### src/rtl/dstf_pkg.sv
// Shared types, character codes and status codes of the decimal string parser.
package dstf_pkg;

  // Default number of kept fraction digits (the value is scaled by ten to this power).
  localparam int FRACTION_DIGITS_DEF = 4;

  // Length check: character counter width, saturation point and hard length cap.
  localparam int              COUNT_W   = 7;
  localparam logic [COUNT_W-1:0] COUNT_SAT  = 7'd127;
  localparam logic [COUNT_W-1:0] LENGTH_CAP = 7'd64;
  localparam logic [COUNT_W-1:0] MAX_LENGTH_RST = 7'd20;

  // Configuration port.
  localparam int PADDR_W = 3;
  localparam int PDATA_W = 32;

  // Largest magnitude that the result may carry.
  localparam logic [63:0] MAG_MAX = 64'h7FFF_FFFF_FFFF_FFFF;

  // Depth of the queue between the classifier and the accumulator.
  localparam int QUEUE_DEPTH = 2;

  // ASCII codes the classifier looks for.
  localparam logic [7:0] CHR_PLUS  = 8'h2B;
  localparam logic [7:0] CHR_MINUS = 8'h2D;
  localparam logic [7:0] CHR_POINT = 8'h2E;
  localparam logic [7:0] CHR_ZERO  = 8'h30;
  localparam logic [7:0] CHR_NINE  = 8'h39;

  // Result status codes.
  localparam logic [2:0] ST_OK           = 3'd0;
  localparam logic [2:0] ST_TOO_LONG     = 3'd1;
  localparam logic [2:0] ST_SECOND_POINT = 3'd2;
  localparam logic [2:0] ST_BAD_CHAR     = 3'd3;
  localparam logic [2:0] ST_NO_DIGITS    = 3'd4;
  localparam logic [2:0] ST_OVERFLOW     = 3'd5;

  // What the accumulator has to do with one character.
  typedef enum logic [2:0] {
    OP_NONE,
    OP_INT_DIGIT,
    OP_FRAC_DIGIT,
    OP_PLUS,
    OP_MINUS,
    OP_ERR_POINT,
    OP_ERR_CHAR
  } dstf_op_e;

  // One classified character as it travels through the queue.
  typedef struct packed {
    dstf_op_e   kind;
    logic [3:0] digit;
    logic       too_long;
    logic       last;
  } dstf_op_t;

  // Power of ten, only ever called with constant arguments at elaboration.
  function automatic longint unsigned pow10(input int n);
    longint unsigned p;
    p = 1;
    for (int k = 0; k < n; k++) begin
      p = p * 10;
    end
    return p;
  endfunction

endpackage

### src/rtl/dstf_in_if.sv
// Character channel: one ASCII character and its last marker per word.
interface dstf_in_if;
  logic       valid;
  logic       ready;
  logic [7:0] chr;
  logic       last;

  modport source (output valid, output chr, output last, input ready);
  modport sink   (input valid, input chr, input last, output ready);
endinterface

### src/rtl/dstf_out_if.sv
// Result channel: scaled signed value and status per word.
interface dstf_out_if;
  logic               valid;
  logic               ready;
  logic signed [63:0] value;
  logic        [2:0]  status;

  modport source (output valid, output value, output status, input ready);
  modport sink   (input valid, input value, input status, output ready);
endinterface

### src/rtl/dstf_front.sv
// Front end: accepts characters, counts them against the length limit and classifies them.
module dstf_front
  import dstf_pkg::*;
(
  input  logic               clk_i,
  input  logic               rst_ni,
  dstf_in_if.sink            in_ch,
  input  logic [COUNT_W-1:0] max_length_i,
  input  logic               q_full_i,
  output logic               q_push_o,
  output dstf_op_t           q_word_o
);

  logic [COUNT_W-1:0] count_q, count_d;
  logic               seen_point_q, seen_point_d;
  logic [COUNT_W-1:0] count_inc;
  logic [COUNT_W-1:0] limit;
  logic               is_digit;
  logic               first;
  logic               accept;

  assign in_ch.ready = !q_full_i;
  assign accept      = in_ch.valid && !q_full_i;
  assign q_push_o    = accept;

  assign count_inc = (count_q == COUNT_SAT) ? count_q : count_q + 1'b1;
  assign limit     = (max_length_i > LENGTH_CAP) ? LENGTH_CAP : max_length_i;
  assign is_digit  = (in_ch.chr >= CHR_ZERO) && (in_ch.chr <= CHR_NINE);
  assign first     = (count_q == '0);

  always_comb begin
    q_word_o.digit    = in_ch.chr[3:0];
    q_word_o.too_long = count_inc > limit;
    q_word_o.last     = in_ch.last;
    if (is_digit) begin
      q_word_o.kind = seen_point_q ? OP_FRAC_DIGIT : OP_INT_DIGIT;
    end else if (in_ch.chr == CHR_POINT) begin
      q_word_o.kind = seen_point_q ? OP_ERR_POINT : OP_NONE;
    end else if (first && (in_ch.chr == CHR_PLUS)) begin
      q_word_o.kind = OP_PLUS;
    end else if (first && (in_ch.chr == CHR_MINUS)) begin
      q_word_o.kind = OP_MINUS;
    end else begin
      q_word_o.kind = OP_ERR_CHAR;
    end
  end

  always_comb begin
    count_d      = count_q;
    seen_point_d = seen_point_q;
    if (accept) begin
      if (in_ch.last) begin
        count_d      = '0;
        seen_point_d = 1'b0;
      end else begin
        count_d = count_inc;
        if (!q_word_o.too_long && (in_ch.chr == CHR_POINT)) begin
          seen_point_d = 1'b1;
        end
      end
    end
  end

  always_ff @(posedge clk_i or negedge rst_ni) begin
    if (!rst_ni) begin
      count_q      <= '0;
      seen_point_q <= 1'b0;
    end else begin
      count_q      <= count_d;
      seen_point_q <= seen_point_d;
    end
  end

endmodule

### src/rtl/dstf_queue.sv
// Small register queue that decouples the classifier from the accumulator.
module dstf_queue
  import dstf_pkg::*;
(
  input  logic     clk_i,
  input  logic     rst_ni,
  input  logic     push_i,
  input  dstf_op_t push_word_i,
  output logic     full_o,
  input  logic     pop_i,
  output dstf_op_t pop_word_o,
  output logic     empty_o
);

  localparam int PTR_W = $clog2(QUEUE_DEPTH);

  dstf_op_t           slot_q [QUEUE_DEPTH];
  logic [PTR_W-1:0]   wr_ptr_q, wr_ptr_d;
  logic [PTR_W-1:0]   rd_ptr_q, rd_ptr_d;
  logic [PTR_W:0]     fill_q, fill_d;

  assign full_o     = (fill_q == (PTR_W+1)'(QUEUE_DEPTH));
  assign empty_o    = (fill_q == '0);
  assign pop_word_o = slot_q[rd_ptr_q];

  always_comb begin
    wr_ptr_d = wr_ptr_q;
    rd_ptr_d = rd_ptr_q;
    fill_d   = fill_q;
    if (push_i) begin
      wr_ptr_d = (wr_ptr_q == PTR_W'(QUEUE_DEPTH - 1)) ? '0 : wr_ptr_q + 1'b1;
    end
    if (pop_i) begin
      rd_ptr_d = (rd_ptr_q == PTR_W'(QUEUE_DEPTH - 1)) ? '0 : rd_ptr_q + 1'b1;
    end
    case ({push_i, pop_i})
      2'b10:   fill_d = fill_q + 1'b1;
      2'b01:   fill_d = fill_q - 1'b1;
      default: fill_d = fill_q;
    endcase
  end

  always_ff @(posedge clk_i or negedge rst_ni) begin
    if (!rst_ni) begin
      wr_ptr_q <= '0;
      rd_ptr_q <= '0;
      fill_q   <= '0;
    end else begin
      wr_ptr_q <= wr_ptr_d;
      rd_ptr_q <= rd_ptr_d;
      fill_q   <= fill_d;
    end
  end

  always_ff @(posedge clk_i) begin
    if (push_i) begin
      slot_q[wr_ptr_q] <= push_word_i;
    end
  end

endmodule

### src/rtl/dstf_back.sv
// Back end: digit accumulation, final scaling with overflow check, and the result register.
module dstf_back
  import dstf_pkg::*;
#(
  parameter int FRACTION_DIGITS = FRACTION_DIGITS_DEF
) (
  input  logic     clk_i,
  input  logic     rst_ni,
  input  dstf_op_t q_word_i,
  input  logic     q_empty_i,
  output logic     q_pop_o,
  dstf_out_if.source out_ch
);

  localparam int FRAC_W  = $clog2(pow10(FRACTION_DIGITS));
  localparam int FC_W    = $clog2(FRACTION_DIGITS + 1);
  localparam int SCALE_W = $clog2(pow10(FRACTION_DIGITS) + 1);
  localparam int PROD_W  = 32 + SCALE_W;
  localparam int FR_W    = FRAC_W + SCALE_W;
  localparam int SUM_W   = 64 + SCALE_W + 1;
  localparam logic [SCALE_W-1:0] SCALE = SCALE_W'(pow10(FRACTION_DIGITS));

  logic pipe_en;

  // Parse state.
  logic [2:0]        err_q, err_d, err_nx;
  logic              neg_q, neg_d, neg_nx;
  logic              digit_q, digit_d, digit_nx;
  logic [63:0]       int_q, int_d, int_nx;
  logic [FRAC_W-1:0] frac_q, frac_d, frac_nx;
  logic [FC_W-1:0]   fc_q, fc_d, fc_nx;
  logic [67:0]       int_step;

  // Snapshot stage.
  logic              valid_a_q;
  logic [2:0]        code_a_q;
  logic              neg_a_q;
  logic [63:0]       int_a_q;
  logic [FRAC_W-1:0] frac_a_q;
  logic [FC_W-1:0]   fc_a_q;

  // Multiply stage.
  logic              valid_b_q;
  logic [2:0]        code_b_q;
  logic              neg_b_q;
  logic [PROD_W-1:0] prod_lo_q;
  logic [PROD_W-1:0] prod_hi_q;
  logic [FR_W-1:0]   frac_prod_q;

  // Sum stage.
  logic              valid_c_q;
  logic [2:0]        code_c_q;
  logic              neg_c_q;
  logic [63:0]       mag_c_q;
  logic [SUM_W-1:0]  total;

  // Result register.
  logic               out_valid_q;
  logic signed [63:0] out_value_q;
  logic [2:0]         out_status_q;

  logic [SCALE_W-1:0] pow_tab [FRACTION_DIGITS+1];

  for (genvar g = 0; g <= FRACTION_DIGITS; g++) begin : g_pow
    assign pow_tab[g] = SCALE_W'(pow10(g));
  end

  // The whole back end moves as one pipeline behind the result register.
  assign pipe_en = !out_valid_q || out_ch.ready;
  assign q_pop_o = !q_empty_i && pipe_en;

  assign int_step = {4'b0, int_q} * 68'd10 + {64'b0, q_word_i.digit};

  always_comb begin
    err_nx   = err_q;
    neg_nx   = neg_q;
    digit_nx = digit_q;
    int_nx   = int_q;
    frac_nx  = frac_q;
    fc_nx    = fc_q;
    if (q_word_i.too_long) begin
      err_nx = ST_TOO_LONG;
    end else if (err_q == ST_OK) begin
      case (q_word_i.kind)
        OP_INT_DIGIT: begin
          digit_nx = 1'b1;
          if (int_step > {4'b0, MAG_MAX}) begin
            err_nx = ST_OVERFLOW;
          end else begin
            int_nx = int_step[63:0];
          end
        end
        OP_FRAC_DIGIT: begin
          digit_nx = 1'b1;
          if (fc_q < FC_W'(FRACTION_DIGITS)) begin
            frac_nx = FRAC_W'(frac_q * 4'd10 + q_word_i.digit);
            fc_nx   = fc_q + 1'b1;
          end
        end
        OP_PLUS:      neg_nx = 1'b0;
        OP_MINUS:     neg_nx = 1'b1;
        OP_ERR_POINT: err_nx = ST_SECOND_POINT;
        OP_ERR_CHAR:  err_nx = ST_BAD_CHAR;
        default:      err_nx = err_q;
      endcase
    end
  end

  always_comb begin
    err_d   = err_q;
    neg_d   = neg_q;
    digit_d = digit_q;
    int_d   = int_q;
    frac_d  = frac_q;
    fc_d    = fc_q;
    if (q_pop_o) begin
      if (q_word_i.last) begin
        err_d   = ST_OK;
        neg_d   = 1'b0;
        digit_d = 1'b0;
        int_d   = '0;
        frac_d  = '0;
        fc_d    = '0;
      end else begin
        err_d   = err_nx;
        neg_d   = neg_nx;
        digit_d = digit_nx;
        int_d   = int_nx;
        frac_d  = frac_nx;
        fc_d    = fc_nx;
      end
    end
  end

  always_ff @(posedge clk_i or negedge rst_ni) begin
    if (!rst_ni) begin
      err_q   <= ST_OK;
      neg_q   <= 1'b0;
      digit_q <= 1'b0;
      int_q   <= '0;
      frac_q  <= '0;
      fc_q    <= '0;
    end else begin
      err_q   <= err_d;
      neg_q   <= neg_d;
      digit_q <= digit_d;
      int_q   <= int_d;
      frac_q  <= frac_d;
      fc_q    <= fc_d;
    end
  end

  always_ff @(posedge clk_i or negedge rst_ni) begin
    if (!rst_ni) begin
      valid_a_q   <= 1'b0;
      valid_b_q   <= 1'b0;
      valid_c_q   <= 1'b0;
      out_valid_q <= 1'b0;
    end else if (pipe_en) begin
      valid_a_q   <= q_pop_o && q_word_i.last;
      valid_b_q   <= valid_a_q;
      valid_c_q   <= valid_b_q;
      out_valid_q <= valid_c_q;
    end
  end

  assign total = SUM_W'({prod_hi_q, 32'b0}) + SUM_W'(prod_lo_q) + SUM_W'(frac_prod_q);

  always_ff @(posedge clk_i) begin
    if (pipe_en) begin
      // Snapshot of the finished string; a clean string without digits is reported here.
      code_a_q <= (err_nx == ST_OK && !digit_nx) ? ST_NO_DIGITS : err_nx;
      neg_a_q  <= neg_nx;
      int_a_q  <= int_nx;
      frac_a_q <= frac_nx;
      fc_a_q   <= fc_nx;

      code_b_q    <= code_a_q;
      neg_b_q     <= neg_a_q;
      prod_lo_q   <= {{SCALE_W{1'b0}}, int_a_q[31:0]} * {32'b0, SCALE};
      prod_hi_q   <= {{SCALE_W{1'b0}}, int_a_q[63:32]} * {32'b0, SCALE};
      frac_prod_q <= {{SCALE_W{1'b0}}, frac_a_q} *
                     {{FRAC_W{1'b0}}, pow_tab[FC_W'(FRACTION_DIGITS) - fc_a_q]};

      code_c_q <= (code_b_q == ST_OK && total > SUM_W'(MAG_MAX)) ? ST_OVERFLOW : code_b_q;
      neg_c_q  <= neg_b_q;
      mag_c_q  <= total[63:0];

      out_status_q <= code_c_q;
      if (code_c_q != ST_OK) begin
        out_value_q <= '0;
      end else if (neg_c_q) begin
        out_value_q <= -$signed(mag_c_q);
      end else begin
        out_value_q <= $signed(mag_c_q);
      end
    end
  end

  assign out_ch.valid  = out_valid_q;
  assign out_ch.value  = out_value_q;
  assign out_ch.status = out_status_q;

endmodule

### src/rtl/decimal_string_to_fixed_core.sv
// Top level of the ASCII decimal to fixed-point parser.
//
//   channel   direction  word contents                  handshake
//   in_ch     in         chr[7:0], last                 valid / ready
//   out_ch    out        value[63:0] signed, status[2:0] valid / ready
//   APB       in         max_length at byte address 0   psel / penable / pwrite
//
// One character word is accepted per cycle while the two-word queue has room;
// the accumulator's multiply by ten and add per character sets that rate.
// Once a string's last character is accepted, its result goes through the queue,
// snapshot, scale multiply, sum with overflow compare, then the result register.
// Reset (rst_ni low) clears all parse state and sets max_length to 20.
// A stalled result word freezes the back end; the queue fills and ready drops.
module decimal_string_to_fixed_core
  import dstf_pkg::*;
#(
  parameter int FRACTION_DIGITS = FRACTION_DIGITS_DEF
) (
  input  logic               clk_i,
  input  logic               rst_ni,
  dstf_in_if.sink            in_ch,
  dstf_out_if.source         out_ch,
  input  logic               psel,
  input  logic               penable,
  input  logic               pwrite,
  input  logic [PADDR_W-1:0] paddr,
  input  logic [PDATA_W-1:0] pwdata,
  output logic [PDATA_W-1:0] prdata,
  output logic               pready
);

  // Register index sits in paddr[2]; only index zero exists.
  localparam logic REG_MAX_LENGTH = 1'b0;

  logic [COUNT_W-1:0] max_length_q, max_length_d;
  logic               cfg_write;
  logic               q_push;
  logic               q_pop;
  logic               q_full;
  logic               q_empty;
  dstf_op_t           q_push_word;
  dstf_op_t           q_pop_word;

  // Configuration register. Writes land on the access cycle of an APB write.
  assign pready    = 1'b1;
  assign cfg_write = psel && penable && pwrite && (paddr[2] == REG_MAX_LENGTH);
  assign prdata    = (paddr[2] == REG_MAX_LENGTH) ? PDATA_W'(max_length_q) : '0;

  always_comb begin
    max_length_d = max_length_q;
    if (cfg_write) begin
      max_length_d = pwdata[COUNT_W-1:0];
    end
  end

  always_ff @(posedge clk_i or negedge rst_ni) begin
    if (!rst_ni) begin
      max_length_q <= MAX_LENGTH_RST;
    end else begin
      max_length_q <= max_length_d;
    end
  end

  // The front end classifies each character and checks the length limit.
  dstf_front u_front (
    .clk_i        (clk_i),
    .rst_ni       (rst_ni),
    .in_ch        (in_ch),
    .max_length_i (max_length_q),
    .q_full_i     (q_full),
    .q_push_o     (q_push),
    .q_word_o     (q_push_word)
  );

  // The queue lets the front keep accepting while the result side is stalled.
  dstf_queue u_queue (
    .clk_i       (clk_i),
    .rst_ni      (rst_ni),
    .push_i      (q_push),
    .push_word_i (q_push_word),
    .full_o      (q_full),
    .pop_i       (q_pop),
    .pop_word_o  (q_pop_word),
    .empty_o     (q_empty)
  );

  // The back end accumulates digits and scales the finished number.
  dstf_back #(
    .FRACTION_DIGITS (FRACTION_DIGITS)
  ) u_back (
    .clk_i     (clk_i),
    .rst_ni    (rst_ni),
    .q_word_i  (q_pop_word),
    .q_empty_i (q_empty),
    .q_pop_o   (q_pop),
    .out_ch    (out_ch)
  );

`ifndef ASSERT_OFF
  // Any error status carries a zero value.
  assert property (@(posedge clk_i) disable iff (!rst_ni)
    (out_ch.valid && out_ch.status != ST_OK) |-> (out_ch.value == '0))
    else $error("error result with nonzero value");

  // Status codes stay within the defined set.
  assert property (@(posedge clk_i) disable iff (!rst_ni)
    out_ch.valid |-> (out_ch.status <= ST_OVERFLOW))
    else $error("undefined status code");

  // A configuration write takes effect on the next cycle.
  assert property (@(posedge clk_i) disable iff (!rst_ni)
    cfg_write |=> (max_length_q == $past(pwdata[COUNT_W-1:0])))
    else $error("max_length write lost");

  // The queue is never pushed when full nor popped when empty.
  assert property (@(posedge clk_i) disable iff (!rst_ni)
    !(q_push && q_full) && !(q_pop && q_empty))
    else $error("queue misuse");
`endif

endmodule

### src/flat_wrapper.sv
// flat-port wrapper written by rule: the top's interface ports become plain ports
module decimal_string_to_fixed_core_flat import dstf_pkg::*;
#(
  parameter int FRACTION_DIGITS = FRACTION_DIGITS_DEF
)
  (clk_i, rst_ni, psel, penable, pwrite, paddr, pwdata, prdata, pready, in_ch_valid, in_ch_chr, in_ch_last, in_ch_ready, out_ch_valid, out_ch_value, out_ch_status, out_ch_ready);
  dstf_in_if in_ch_i ();
  dstf_out_if out_ch_i ();
  input  logic clk_i;
  input  logic rst_ni;
  input  logic psel;
  input  logic penable;
  input  logic pwrite;
  input  logic [PADDR_W-1:0] paddr;
  input  logic [PDATA_W-1:0] pwdata;
  output logic [PDATA_W-1:0] prdata;
  output logic pready;
  input wire logic [$bits(in_ch_i.valid)-1:0] in_ch_valid;
  input wire logic [$bits(in_ch_i.chr)-1:0] in_ch_chr;
  input wire logic [$bits(in_ch_i.last)-1:0] in_ch_last;
  output wire logic [$bits(in_ch_i.ready)-1:0] in_ch_ready;
  output wire logic [$bits(out_ch_i.valid)-1:0] out_ch_valid;
  output wire logic [$bits(out_ch_i.value)-1:0] out_ch_value;
  output wire logic [$bits(out_ch_i.status)-1:0] out_ch_status;
  input wire logic [$bits(out_ch_i.ready)-1:0] out_ch_ready;
  assign in_ch_i.valid = in_ch_valid;
  assign in_ch_i.chr = in_ch_chr;
  assign in_ch_i.last = in_ch_last;
  assign in_ch_ready = in_ch_i.ready;
  assign out_ch_valid = out_ch_i.valid;
  assign out_ch_value = out_ch_i.value;
  assign out_ch_status = out_ch_i.status;
  assign out_ch_i.ready = out_ch_ready;
  decimal_string_to_fixed_core #(.FRACTION_DIGITS(FRACTION_DIGITS)) u_core (.clk_i(clk_i), .rst_ni(rst_ni), .in_ch(in_ch_i), .out_ch(out_ch_i), .psel(psel), .penable(penable), .pwrite(pwrite), .paddr(paddr), .pwdata(pwdata), .prdata(prdata), .pready(pready));
endmodule
### config.mk
export PLATFORM = sky130hd
export DESIGN_NAME = decimal_string_to_fixed_core_flat
export DESIGN_NICKNAME = d
export VERILOG_FILES = /design/src/rtl/dstf_pkg.sv /design/src/rtl/dstf_in_if.sv /design/src/rtl/dstf_out_if.sv /design/src/rtl/dstf_front.sv /design/src/rtl/dstf_queue.sv /design/src/rtl/dstf_back.sv /design/src/rtl/decimal_string_to_fixed_core.sv /design/src/flat_wrapper.sv
export SDC_FILE = /design/constraint.sdc
export NUM_CORES = 2
export LEC_CHECK = 0
export BUFFER_PORTS_ARGS = -buffer_cell sky130_fd_sc_hd__buf_2
export CELL_PAD_IN_SITES_DETAIL_PLACEMENT = 0
export CELL_PAD_IN_SITES_GLOBAL_PLACEMENT = 1
export CORE_MARGIN = 1.5
export CORE_UTILIZATION = 35
export CTS_BUF_LIST = sky130_fd_sc_hd__clkbuf_8
export CTS_CLUSTER_SIZE = 16
export DETAILED_ROUTE_END_ITERATION = 12
export PLACE_DENSITY = 0.71
export SLEW_MARGIN = 20
export SYNTH_ARGS = -nofsm -noshare
export SYNTH_HDL_FRONTEND = slang
export SYNTH_SLANG_ARGS = --single-unit
### constraint.sdc
create_clock -name clk_i -period 10.2 [get_ports clk_i]
set_clock_uncertainty 0.05 [all_clocks]
set_input_delay 1.02 -clock clk_i [delete_from_list [all_inputs] [get_ports clk_i]]
set_output_delay 1.02 -clock clk_i [all_outputs]
set_load 0.03 [all_outputs]
==> summary.md <==
| Metric | Value |
|---|---|
| Worst EP required | `10610 ps` |
| Async SR Flop Fraction | `23.5%` |
| Commonest cells in the netlist | `inv_1, ha_1, nor2_1` |
| Drt pass-1 iters | `5` |
| Share of cells above drive strength 1 | `7.12%` |
| Count of input and output buffers | `99` |
| Count of pins over their slew limit | `0` |
| Final Hold Vio Count | `0` |
| Fin crit period | `8560 ps` |
| Clk pin slew, worst setup/hold paths | `70 ps` |
| Multi-input logic area | `0.0266 sq mm` |
| Crit. End Element | `register` |
| R2r setup slk | `1640 ps` |
| Maximum VDD drop | `197 uV` |
| Clk_lat worst skew | `740 ps` |
| Total of fill cells in the finished design | `12300` |
| Core box area | `0.122 sq mm` |
| Worst-path maximum fanout | `26` |
| Largest delay share family, worst path | `adder cells` |
| CTS tree | `built` |
| Synth area leaders | `edfxtp_1, ha_1, fa_1` |
| Antenna-violating nets left | `0` |
| Slowest Stage Delay on Critical Path | `720 ps` |
| Synth Area per Inst | `9.88 sq um` |
| # hold bufs at CTS | `0` |
| Register area | `0.0134 sq mm` |
| Layout area overhead | `9.11%` |
| All-layer global routing usage | `14.6%` |
| Crit-path slowest cell | `edfxtp_1` |
| Ratio of final minimum period to clock period | `83.9%` |
| Startpoint Class | `register` |
| PwrDens | `341 mW/mm^2` |
| WL met3 | `2.66 mm` |
| DP HPWL | `73.4 mm` |
| Synth unique cells | `85` |
| R2r worst-path depth | `26` |
| Yosys warning count | `0` |
| Wire length on met2 | `40.3 mm` |
| First-pass GRT wire length | `151 mm` |
| Final Wtd Congestion | `0.849` |
| Initial core utilization | `35.3%` |
| Initial DRC count | `1321` |
| Fmax | `0.117 GHz` |
| RSZ-0062 raised after global routing | `no` |
| TritonCTS Sinks | `463` |
| Count leader, synth | `inv_1` |
| Post_cts resized | `0` |
| Detailed-route vias per instance | `4.77` |
| Synth top area share | `24.7%` |
| Prevailing post-synth register cell | `edfxtp_1` |
| #FFs+latches synth | `463` |
| Path type of the worst min-delay path | `in -> async` |
| Post-synthesis cell count | `4365` |
| Vias in the first global route | `28900` |
| P_leak | `23.1 nW` |
| Total die area | `0.125 sq mm` |
| Clock root buffer | `clkbuf_8` |
| Count of boundary I/O pins | `153` |
| Max_cap viols | `0` |
| Setup ws final | `1640 ps` |
| Gr ovfl total | `0` |
| Post-CTS setup buffer count | `0` |
| Seq/Total Area, Yosys | `31.0%` |
| Post-synth EDFFs | `354` |
| WP data arrival | `8970 ps` |
| RR Endpoint | `u_core.u_back.frac_prod_q[26]$_DFFE_PN_` |
| Yosys top cell by area | `edfxtp_1` |
| Via Count | `29400` |
| M1 WL | `46.4 mm` |
| Worst slew pin tran | `1110 ps` |
| Worst R2R Start | `u_core.u_back.fc_a_q[0]$_DFFE_PN_` |
| Core Rows | `128` |
| Relative slew margins | `26.0%` |
| Total Neg Setup Slack | `0 ps` |
| Status | `completed` |
| Final design utilization | `38.5%` |
| Max clock buf depth | `3` |
| Final setup fails | `0` |
| CP Class | `reg -> reg` |
| Antenna violations before repair | `3` |
| Mapped Area | `0.0431 sq mm` |
| Fin nets | `5337` |
| # DRC | `0` |
| Routed WL per cell | `14.9 microns` |
| Buf+Inv Stages, Crit Path | `5` |
| Die H | `354 microns` |
| Dpl ws | `1670 ps` |
| CTS HTree Levels | `3` |
| CTS Buf Count | `84` |
| Most used cell, CP | `fa_1` |
| Highest Signal Layer | `met5` |
| Largest net degree at the start of global routing | `169` |
| Die X | `354 microns` |
| WL final | `91.6 mm` |
==> power breakdown <==
| group | internal [mW] | switching (mW) | leakage (nW) |
|---|---|---|---|
| combinational | 4.25 | 6.01 | 16.9 |
| sequential | 3.32 | 0.614 | 5.25 |
| clock | 1.00 | 0.846 | 0.954 |
| total | 8.58 | 7.47 | 23.1 |
==> cell type report <==
class                           count  area share (%)
Multi-Input combinational cell   3098            56.5
Sequential cell                   463            28.4
Inverter                          705            5.63
Tap cell                         1625            4.32
Clock buffer                       89            2.60
Timing Repair Buffer              116            1.36
Clock inverter                     67            1.15
Antenna cell                        1         0.00532
==> worst reg2reg max path: stages (launching register included) <==
cell and delay (ps):
edfxtp_1 720, inv_1 180, ha_1 270, xnor2_2 510, buf_4 360, and2_1 480, nand2_1 210, fa_1 560
inv_1 40, ha_1 210, fa_1 540, inv_1 60, fa_1 460, fa_1 550, inv_1 50, fa_1 470
ha_1 340, a21oi_1 310, o2111ai_1 190, a31oi_1 270, nor2b_1 80, o21a_1 180, or4_1 430, a41oi_1 380
o21bai_1 100, a21oi_1 190, xnor2_1 80
==> worst max-delay path by stage <==
stage,startpoint,end,depth (start not counted)
5_1_grt,u_core.u_back.fc_a_q[0]$_DFFE_PN_,u_core.u_back.frac_prod_q[26]$_DFFE_PN_,26
3_5_place_dp,u_core.u_back.fc_a_q[0]$_DFFE_PN_,u_core.u_back.frac_prod_q[26]$_DFFE_PN_,26
4_1_cts,u_core.u_back.fc_a_q[0]$_DFFE_PN_,u_core.u_back.frac_prod_q[26]$_DFFE_PN_,26
6_report,u_core.u_back.fc_a_q[0]$_DFFE_PN_,u_core.u_back.frac_prod_q[26]$_DFFE_PN_,26
3_3_place_gp,u_core.u_back.fc_a_q[0]$_DFFE_PN_,u_core.u_back.frac_prod_q[26]$_DFFE_PN_,26
2_1_floorplan,out_ch_ready,u_core.u_back.int_q[54]$_DFFE_PN0P_,9
==> metal layers <==
layer / vias to the layer above / GRT usage (%)
li1: 15100 / -
met1: 13800 / 21.2
met2: 356 / 22.4
met3: 104 / 1.88
met4: 2 / 4.73
met5: - / 0
==> stage by stage <==
stage / area [sq um] / instances / hold WS, ps / total power, mW
6_report: 47000 / 6164 / 270 / 16.0
5_1_grt: 47000 / 6164 / 285 / 17.9
4_1_cts: 47000 / 6163 / 207 / 16.3
3_5_place_dp: 45300 / 6007 / 355 / 14.3
3_3_place_gp: 45300 / 6007 / 351 / 14.3
2_1_floorplan: 43200 / 4389 / 350 / 12.0
==> cells in the final DEF, fill, tap and decap left out, types with 38 or more instances in the layout <==
cell type / Yosys / layout
nand3_1: 59 / 59
nor3_1: 65 / 64
fa_1: 287 / 287
dfrtp_1: 107 / 107
nand4_1: 48 / 48
o21ai_0: 109 / 109
o21bai_1: 38 / 38
a21o_1: 102 / 102
xor2_1: 145 / 145
nor2b_1: 63 / 63
ha_1: 531 / 531
nor2_1: 361 / 361
and3_1: 92 / 92
a21oi_1: 194 / 194
clkbuf_8: 0 / 89
a22o_1: 79 / 79
inv_1: 705 / 720
xnor2_1: 204 / 203
nand2_1: 244 / 244
edfxtp_1: 354 / 354
buf_2: 17 / 98
==> kinds of logic after synthesis <==
kind of cell | synth area share [%]
AO/OA/AOI/OAI | 11.5
adder cells (fa/ha/maj) | 28.7
other | 0.0174
XOR/XNOR | 7.09
AND/OR/NAND/NOR | 12.9
multiplexers | 1.18
buffers and inverters | 7.60
flip-flops | 31.0
==> flip-flops by register name (all words and copies together), names as in the netlist, 7 cells and up <==
signal / flops
u_core.u_back.prod_hi_q: 42
u_core.u_front.count_q: 7
u_core.u_back.out_ch.value: 64
u_core.u_back.mag_c_q: 64
u_core.u_back.frac_q: 14
u_core.max_length_q: 7
u_core.u_back.prod_lo_q: 42
u_core.u_back.int_q: 64
u_core.u_back.int_a_q: 64
u_core.u_back.frac_a_q: 14
u_core.u_queue.slot_q: 18
u_core.u_back.frac_prod_q: 28
(Power assumes the default switching activity.)
